--- config.mk ---
export PLATFORM = sky130hd
export DESIGN_NAME = lru_key_value_cache
export DESIGN_NICKNAME = d
export VERILOG_FILES = /design/src/rtl/lruc_pkg.sv /design/src/rtl/lruc_cell.sv /design/src/rtl/lru_key_value_cache.sv
export SDC_FILE = /design/constraint.sdc
export NUM_CORES = 1
export LEC_CHECK = 0
export ABC_AREA = 0
export BUFFER_PORTS_ARGS = -buffer_cell sky130_fd_sc_hd__buf_2
export CORE_MARGIN = 1
export CORE_UTILIZATION = 55
export DETAILED_ROUTE_END_ITERATION = 10
export PLACE_DENSITY = 0.74
export SETUP_SLACK_MARGIN = 0.2
export SYNTH_ARGS = -nofsm -noshare
export SYNTH_HDL_FRONTEND = slang
export SYNTH_HIERARCHICAL = 1
export SYNTH_SLANG_ARGS = --single-unit
export TNS_END_PERCENT = 5
--- constraint.sdc ---
create_clock -name clk -period 3 [get_ports clk]
set_input_delay 0 -clock clk [delete_from_list [all_inputs] [get_ports clk]]
set_output_delay 0 -clock clk [all_outputs]
set_load 0.005 [all_outputs]
--- src/rtl/lruc_pkg.sv ---
// ----------------------------------------------------------------------------
// lruc_pkg
// Shared types and codes of the LRU key-value cache: request opcodes,
// register map and the tags that ride with the tokens along the cell chain.
// ----------------------------------------------------------------------------
`default_nettype none

package lruc_pkg;

	// request opcodes
	localparam logic OP_GET = 1'b0;
	localparam logic OP_SET = 1'b1;

	// register map (register index is paddr[2])
	localparam int   ADDR_BITS = 3;
	localparam logic REG_CAP   = 1'b0;

	localparam int              CAP_BITS  = 5;
	localparam logic [CAP_BITS-1:0] CAP_RESET = 5'd16;

	// lookup token: walks the chain and picks up the first matching entry
	typedef struct packed {
		logic active;
		logic hit;
	} srch_tag_t;

	// shift token: carries the displaced entry one cell down per cycle
	typedef struct packed {
		logic active;
		logic valid;
	} sh_tag_t;

endpackage

`default_nettype wire

--- src/rtl/lruc_cell.sv ---
// ----------------------------------------------------------------------------
// lruc_cell
// One slot of the recency-ordered entry list. Compares a passing lookup
// token against its key, and on a passing shift token takes the entry from
// its upper neighbor and hands its own entry down.
// ----------------------------------------------------------------------------
`default_nettype none

module lruc_cell
	import lruc_pkg::*;
#(
	parameter int KEY_BITS   = 16,
	parameter int VALUE_BITS = 16,
	parameter int IDX_W      = 4,
	parameter int CELL_IDX   = 0
) (
	input  wire                    clk,
	input  wire                    arst_n,
	// lookup token
	input  wire  [KEY_BITS-1:0]    srch_key,
	input  wire  srch_tag_t        srch_in,
	input  wire  [IDX_W-1:0]       srch_idx_in,
	input  wire  [VALUE_BITS-1:0]  srch_val_in,
	output srch_tag_t              srch_out,
	output logic [IDX_W-1:0]       srch_idx_out,
	output logic [VALUE_BITS-1:0]  srch_val_out,
	// shift token
	input  wire  sh_tag_t          sh_in,
	input  wire  [IDX_W-1:0]       sh_stop_in,
	input  wire  [KEY_BITS-1:0]    sh_key_in,
	input  wire  [VALUE_BITS-1:0]  sh_val_in,
	output sh_tag_t                sh_out,
	output logic [IDX_W-1:0]       sh_stop_out,
	output logic [KEY_BITS-1:0]    sh_key_out,
	output logic [VALUE_BITS-1:0]  sh_val_out
);

	localparam logic [IDX_W-1:0] MY_IDX = IDX_W'(CELL_IDX);

	logic                  valid_q;
	logic [KEY_BITS-1:0]   key_q;
	logic [VALUE_BITS-1:0] val_q;

	srch_tag_t             srch_tag_q;
	logic [IDX_W-1:0]      srch_idx_q;
	logic [VALUE_BITS-1:0] srch_val_q;

	sh_tag_t               sh_tag_q;
	logic [IDX_W-1:0]      sh_stop_q;
	logic [KEY_BITS-1:0]   sh_key_q;
	logic [VALUE_BITS-1:0] sh_val_q;

	logic match;
	logic take_hit;
	logic pass_on;

	assign match    = valid_q && (key_q == srch_key);
	assign take_hit = srch_in.active && !srch_in.hit && match;
	// the stop cell absorbs the carried entry, its old one is dropped
	assign pass_on  = sh_in.active && (sh_stop_in != MY_IDX);

	always_ff @(posedge clk or negedge arst_n) begin
		if (!arst_n) begin
			valid_q    <= 1'b0;
			srch_tag_q <= '0;
			sh_tag_q   <= '0;
		end else begin
			if (sh_in.active) begin
				valid_q <= sh_in.valid;
			end
			srch_tag_q.active <= srch_in.active;
			srch_tag_q.hit    <= srch_in.active && (srch_in.hit || match);
			sh_tag_q.active   <= pass_on;
			sh_tag_q.valid    <= valid_q;
		end
	end

	always_ff @(posedge clk) begin
		if (sh_in.active) begin
			key_q <= sh_key_in;
			val_q <= sh_val_in;
		end
		if (take_hit) begin
			srch_idx_q <= MY_IDX;
			srch_val_q <= val_q;
		end else begin
			srch_idx_q <= srch_idx_in;
			srch_val_q <= srch_val_in;
		end
		sh_stop_q <= sh_stop_in;
		sh_key_q  <= key_q;
		sh_val_q  <= val_q;
	end

	assign srch_out     = srch_tag_q;
	assign srch_idx_out = srch_idx_q;
	assign srch_val_out = srch_val_q;
	assign sh_out       = sh_tag_q;
	assign sh_stop_out  = sh_stop_q;
	assign sh_key_out   = sh_key_q;
	assign sh_val_out   = sh_val_q;

endmodule

`default_nettype wire

--- src/rtl/lru_key_value_cache.sv ---
// ----------------------------------------------------------------------------
// lru_key_value_cache
// Fully associative key-value cache with least-recently-used replacement,
// kept as a recency-ordered chain of cells (cell 0 most recent).
//
//   channel  signals                                   direction
//   req      req_valid, req_stall, op, key, value      into the block
//   rsp      rsp_valid, rsp_stall, hit, read_value     out of the block
//   cfg      psel, penable, pwrite, paddr, pwdata,     APB register port
//            prdata, pready
//
// Each item passes in order through the search state, where the lookup token
// clears the chain, the decision state, which on a set or a get hit launches
// the shift token that moves the touched entry to the front, and the idle
// state, where the next beat is taken. A get beat is registered out of the
// decision state. The shift of one item overlaps the lookup of the next.
// Reset clears all valid bits at once. A stalled rsp beat holds the block in
// its decision cycle only for a get; sets go on.
// ----------------------------------------------------------------------------
`default_nettype none

module lru_key_value_cache
	import lruc_pkg::*;
#(
	parameter int ENTRIES    = 16,
	parameter int KEY_BITS   = 16,
	parameter int VALUE_BITS = 16
) (
	input  wire                   clk,
	input  wire                   arst_n,
	// config
	input  wire                   psel,
	input  wire                   penable,
	input  wire                   pwrite,
	input  wire  [ADDR_BITS-1:0]  paddr,
	input  wire  [31:0]           pwdata,
	output logic [31:0]           prdata,
	output logic                  pready,
	// requests
	input  wire                   req_valid,
	output logic                  req_stall,
	input  wire                   op,
	input  wire  [KEY_BITS-1:0]   key,
	input  wire  [VALUE_BITS-1:0] value,
	// responses
	output logic                  rsp_valid,
	input  wire                   rsp_stall,
	output logic                  hit,
	output logic [VALUE_BITS-1:0] read_value
);

	localparam int IDX_W = (ENTRIES > 1) ? $clog2(ENTRIES) : 1;
	localparam int CNT_W = $clog2(ENTRIES + 1);

	localparam logic [1:0] ST_IDLE   = 2'd0;
	localparam logic [1:0] ST_SEARCH = 2'd1;
	localparam logic [1:0] ST_DECIDE = 2'd2;

	logic [1:0]            state_q;
	logic [CAP_BITS-1:0]   cap_q;
	logic [CNT_W-1:0]      count_q;
	logic [CNT_W-1:0]      cap_eff;

	logic                  op_q;
	logic [KEY_BITS-1:0]   key_q;
	logic [VALUE_BITS-1:0] value_q;

	logic                  res_hit_q;
	logic [IDX_W-1:0]      res_idx_q;
	logic [VALUE_BITS-1:0] res_val_q;

	srch_tag_t             srch_q;
	sh_tag_t               sh_q;
	logic [IDX_W-1:0]      sh_stop_q;
	logic [KEY_BITS-1:0]   sh_key_q;
	logic [VALUE_BITS-1:0] sh_val_q;

	logic                  rsp_valid_q;
	logic                  hit_q;
	logic [VALUE_BITS-1:0] rd_q;

	logic                  cfg_wr;
	logic                  accept;
	logic                  res_arrive;
	logic                  slot_free;
	logic                  go;
	logic                  send_rsp;
	logic                  launch_sh;
	logic                  do_fill;
	logic [IDX_W-1:0]      stop_idx;

	srch_tag_t             srch_tag [ENTRIES+1];
	logic [IDX_W-1:0]      srch_idx [ENTRIES+1];
	logic [VALUE_BITS-1:0] srch_val [ENTRIES+1];
	sh_tag_t               sh_tag   [ENTRIES+1];
	logic [IDX_W-1:0]      sh_stop  [ENTRIES+1];
	logic [KEY_BITS-1:0]   sh_key   [ENTRIES+1];
	logic [VALUE_BITS-1:0] sh_val   [ENTRIES+1];

	// config port
	assign pready = 1'b1;
	assign cfg_wr = psel && penable && pwrite && (paddr[2] == REG_CAP);
	assign prdata = (paddr[2] == REG_CAP) ? 32'(cap_q) : '0;

	always_comb begin
		priority if (cap_q == '0) begin
			cap_eff = CNT_W'(1);
		end else if (cap_q > ENTRIES) begin
			cap_eff = CNT_W'(ENTRIES);
		end else begin
			cap_eff = CNT_W'(cap_q);
		end
	end

	// control
	assign req_stall  = (state_q != ST_IDLE);
	assign accept     = req_valid && (state_q == ST_IDLE);
	assign res_arrive = srch_tag[ENTRIES].active;
	assign slot_free  = !rsp_valid_q || !rsp_stall;
	assign go         = (state_q == ST_DECIDE) && ((op_q == OP_SET) || slot_free);
	assign send_rsp   = go && (op_q == OP_GET);
	assign launch_sh  = go && ((op_q == OP_SET) || res_hit_q);
	assign do_fill    = go && (op_q == OP_SET) && !res_hit_q && (count_q < cap_eff);

	always_comb begin
		priority if (res_hit_q) begin
			stop_idx = res_idx_q;
		end else if (count_q < cap_eff) begin
			stop_idx = IDX_W'(count_q);
		end else begin
			// full: the tail entry is the least recent one and gets dropped
			stop_idx = IDX_W'(count_q - CNT_W'(1));
		end
	end

	always_ff @(posedge clk or negedge arst_n) begin
		if (!arst_n) begin
			state_q     <= ST_IDLE;
			cap_q       <= CAP_RESET;
			count_q     <= '0;
			srch_q      <= '0;
			sh_q        <= '0;
			rsp_valid_q <= 1'b0;
		end else begin
			if (cfg_wr) begin
				cap_q <= pwdata[CAP_BITS-1:0];
			end
			unique case (state_q)
				ST_IDLE: begin
					if (accept) begin
						state_q <= ST_SEARCH;
					end
				end
				ST_SEARCH: begin
					if (res_arrive) begin
						state_q <= ST_DECIDE;
					end
				end
				ST_DECIDE: begin
					if (go) begin
						state_q <= ST_IDLE;
					end
				end
				default: begin
					state_q <= ST_IDLE;
				end
			endcase
			if (do_fill) begin
				count_q <= count_q + CNT_W'(1);
			end
			srch_q.active <= accept;
			srch_q.hit    <= 1'b0;
			sh_q.active   <= launch_sh;
			sh_q.valid    <= 1'b1;
			if (send_rsp) begin
				rsp_valid_q <= 1'b1;
			end else if (!rsp_stall) begin
				rsp_valid_q <= 1'b0;
			end
		end
	end

	always_ff @(posedge clk) begin
		if (accept) begin
			op_q    <= op;
			key_q   <= key;
			value_q <= value;
		end
		if (res_arrive) begin
			res_hit_q <= srch_tag[ENTRIES].hit;
			res_idx_q <= srch_idx[ENTRIES];
			res_val_q <= srch_val[ENTRIES];
		end
		if (launch_sh) begin
			sh_stop_q <= stop_idx;
			sh_key_q  <= key_q;
			sh_val_q  <= (op_q == OP_SET) ? value_q : res_val_q;
		end
		if (send_rsp) begin
			hit_q <= res_hit_q;
			rd_q  <= res_hit_q ? res_val_q : '0;
		end
	end

	assign rsp_valid  = rsp_valid_q;
	assign hit        = hit_q;
	assign read_value = rd_q;

	// cell chain
	assign srch_tag[0] = srch_q;
	assign srch_idx[0] = '0;
	assign srch_val[0] = '0;
	assign sh_tag[0]   = sh_q;
	assign sh_stop[0]  = sh_stop_q;
	assign sh_key[0]   = sh_key_q;
	assign sh_val[0]   = sh_val_q;

	for (genvar i = 0; i < ENTRIES; i++) begin : g_cell
		lruc_cell #(
			.KEY_BITS   (KEY_BITS),
			.VALUE_BITS (VALUE_BITS),
			.IDX_W      (IDX_W),
			.CELL_IDX   (i)
		) u_cell (
			.clk          (clk),
			.arst_n       (arst_n),
			.srch_key     (key_q),
			.srch_in      (srch_tag[i]),
			.srch_idx_in  (srch_idx[i]),
			.srch_val_in  (srch_val[i]),
			.srch_out     (srch_tag[i+1]),
			.srch_idx_out (srch_idx[i+1]),
			.srch_val_out (srch_val[i+1]),
			.sh_in        (sh_tag[i]),
			.sh_stop_in   (sh_stop[i]),
			.sh_key_in    (sh_key[i]),
			.sh_val_in    (sh_val[i]),
			.sh_out       (sh_tag[i+1]),
			.sh_stop_out  (sh_stop[i+1]),
			.sh_key_out   (sh_key[i+1]),
			.sh_val_out   (sh_val[i+1])
		);
	end

	// a shift always stops inside the chain, never past its last cell
	a_shift_stops: assert property (@(posedge clk) disable iff (!arst_n)
		!sh_tag[ENTRIES].active)
		else $error("shift token ran off the chain");

	a_count_bound: assert property (@(posedge clk) disable iff (!arst_n)
		count_q <= CNT_W'(ENTRIES))
		else $error("entry count above ENTRIES");

	a_count_step: assert property (@(posedge clk) disable iff (!arst_n)
		(count_q != $past(count_q)) |-> (count_q == $past(count_q) + CNT_W'(1)))
		else $error("entry count moved by more than one");

	a_result_timing: assert property (@(posedge clk) disable iff (!arst_n)
		srch_tag[ENTRIES].active |-> (state_q == ST_SEARCH))
		else $error("lookup result outside search phase");

	a_rsp_source: assert property (@(posedge clk) disable iff (!arst_n)
		$rose(rsp_valid_q) |-> ($past(state_q) == ST_DECIDE))
		else $error("response beat without a decision");

endmodule

`default_nettype wire
==> out/metrics.csv <==
stage,metric,value,unit
clock_network,worst-skew pair later-pin latency,700,ps
routing,DR vias,19900,
clock_network,H-Tree Depth,4,
clock_network,post-CTS setup buffer count,0,
worst_setup_path,Crit. End Element,flip-flop,
finish,P&R area growth vs syn,15.8,%
global_route,first-pass GRT wire length,109,mm
logic_synthesis,Syn. warnings,6,
sta,Final setup viols,0,
pwr,LEAKAGE,22.4,nW
pwr,sw frac,18.6,%
global_route,largest net degree at the start of global routing,46,
global_route,GR Util All Layers,16.2,%
pwr,total power,41.6,mW
worst_setup_path,CP Launch Type,flip-flop,
min_path,hold endpoint,key_q[5],
finish,final instance area,55300,µm²
clock_network,CTS Buf Count,144,
pwr,clock share of power,43.7,%
pwr,pwr dens,753,nW/µm²
finish,# fillers,5632,
pwr,P_sw,7.75,mW
logic_synthesis,Post-Syn Area,47700,µm²
min_path,worst hold start,key[5],
sta,"Min Clock Period, post-route",2600,ps
finish,Multi-input gate area,9080,µm²
sta,f_max,384,MHz
worst_setup_path,R2R Setup Slk,400,ps
sta,Setup TNS,0,ps
routing,final wirelength,69.2,mm
global_route,gr ovfl total,0,
floorplanning,core box area,85500,µm²
worst_setup_path,Crit Path Class,reg -> reg,
pwr,cell-internal power,33.9,mW
sta,RSZ-0062 raised after global routing,no,
sta,Fin. Hold Viols,0,
global_route,initial antenna violation count,8,
placement,detailed placement HPWL,45.9,mm
routing,Initial DRC Count,1016,
worst_setup_path,Worst Path Max Fanout,5,
sta,Tcrit/Tclk final,86.8,%
finish,share of layout cells above drive strength 1,22.7,%
placement,RePlAce Congestion,0.723,
floorplanning,Die X,297,µm
sta,Slew @ Worst Pin,864,ps
worst_setup_path,crit path launch,cap_q[4],
min_path,hold path depth,2,
sta,Layout Skew,27.9,ps
pwr,combinational share of power,1.9,%
worst_setup_path,reg-to-reg startpoint,cap_q[4],
routing,post-route ant nets,0,
finish,Final #Nets,2977,
placement,dpl cell area,49600,µm²
floorplanning,Initial Utilization,55.8,%
worst_setup_path,Worst R2R End,count_q[1],
routing,Vias per Instance,4.78,
pwr,VDD IR max,0.000594,V
logic_synthesis,syn avg cell area,18.7,µm²
placement,number of port buffers,69,
routing,DRC viols,0,
sta,Slew HR,42.2,%
clock_network,CTS tree,built,
floorplanning,die height,297,µm
pwr,Seq pwr share,54.3,%
clock_network,clock slew at reported path FFs,60,ps
logic_synthesis,Cells after Synth,2560,
worst_setup_path,Worst Path Required,3580,ps
floorplanning,I/O pin total,127,
min_path,hold crit path type,in -> reg,
sta,Worst Hold Slack,47.1,ps
worst_setup_path,crit path DAT,3190,ps
run_status,status,finished clean,
clock_network,Sink Count,1569,
worst_setup_path,r2r worst-path depth,7,
routing,DR WL/cell,16.6,µm
floorplanning,die area,88000,µm²
floorplanning,Cell Rows,107,
routing,DRT Pass-1 Iters,7,
clock_network,clk buf depth,3,
finish,Reg area,38100,µm²
global_route,vias in the first global route,21100,
finish,Final Util,64.6,%
clock_network,Root Driver,clkbuf_16,
sta,Final Slew Violations,0,
flow_run,max_cap viols,0,
-- what timing repair did --
item                                    in CTS  in global routing
hold endpoints to repair                   135                  0
gates resized for setup                      0                  0
hold buffers                                79                  0
endpoints found under the setup margin       0                  0
-- cell type report --
class | instances | area share [%]
Sequential cell | 1569 | 68.9
Antenna cell | 3 | 0.0136
Multi-Input combinational cell | 919 | 16.4
Clock buffer | 209 | 7.65
Tap cell | 1144 | 2.59
Clock inverter | 55 | 1.15
Timing Repair Buffer | 206 | 2.92
Inverter | 56 | 0.380
-- critical path: stages, from the launching register on --
cell,delay [ps]
dfstp_2,550
inv_1,100
nand2_1,90
ha_1,260
and3_1,210
a221oi_1,630
and3_4,350
mux2_4,310
-- metrics by stage --
step,std cells,worst slack (ps)
3_5_place_dp,3815,434
3_3_place_gp,3815,499
4_1_cts,4158,418
2_1_floorplan,2609,437
5_1_grt,4158,293
6_report,4161,396
-- per-layer routing --
metal	vias up	share of wire (%)	global-route usage [%]
li1	9679	-	-
met1	9748	41	19.2
met2	338	52	29.0
met3	111	4.9	3.90
met4	2	1.9	5.41
met5	-	0.014	0
-- worst max path at each step --
stage / to / slack [ps]
global route: count_q[1] / 290
finish: count_q[1] / 400
floorplan: key_q[0] / 440
CTS: count_q[1] / 420
detailed placement: count_q[1] / 430
global placement: g_cell[0].u_cell/srch_val_out[14] / 500
-- power groups by stage --
| stage | registers, mW | clock network [mW] | logic (mW) |
|---|---|---|---|
| 6_report | 22.6 | 18.2 | 0.810 |
| 5_1_grt | 22.6 | 19.6 | 0.883 |
| 4_1_cts | 22.6 | 18.6 | 0.815 |
| 3_5_place_dp | 23.1 | 0 | 0.708 |
| 3_3_place_gp | 23.0 | 0 | 0.674 |
| 2_1_floorplan | 23.0 | 0 | 0.528 |
-- sequential cells by signal, summed over array words and instances (netlist names), 4 cells and up --
| signal | cells |
|---|---|
| g_cell.u_cell/key_q | 256 |
| g_cell.u_cell/srch_val_out | 256 |
| g_cell.u_cell/val_q | 256 |
| g_cell.u_cell/sh_key_out | 240 |
| g_cell.u_cell/sh_val_out | 240 |
| g_cell.u_cell/srch_idx_out | 64 |
| g_cell.u_cell/sh_stop_out | 56 |
| g_cell.u_cell/srch_out | 32 |
| g_cell.u_cell/sh_out | 30 |
| g_cell.u_cell/valid_q | 16 |
| key_q | 16 |
| read_value | 16 |
| res_val_q | 16 |
| sh_key_q | 16 |
| sh_val_q | 16 |
| value_q | 16 |
| cap_q | 5 |
| count_q | 5 |
| res_idx_q | 4 |
| sh_stop_q | 4 |
-- cell usage in the layout (no fill, tap or decap), types with 20 or more instances in the layout --
master,n
dfrtp_1,93
inv_1,56
clkbuf_8,21
xor2_1,115
edfxtp_1,619
and2_1,52
nand2_1,25
a21oi_1,20
nand2b_1,34
dfxtp_1,856
buf_4,57
buf_2,68
mux2_2,37
xnor2_1,97
clkbuf_16,152
nor2b_1,25
clkbuf_1,36
conb_1,51
mux2_4,257
dlygate4sd3_1,78
No activity file was read; power rests on OpenSTA's default activity.
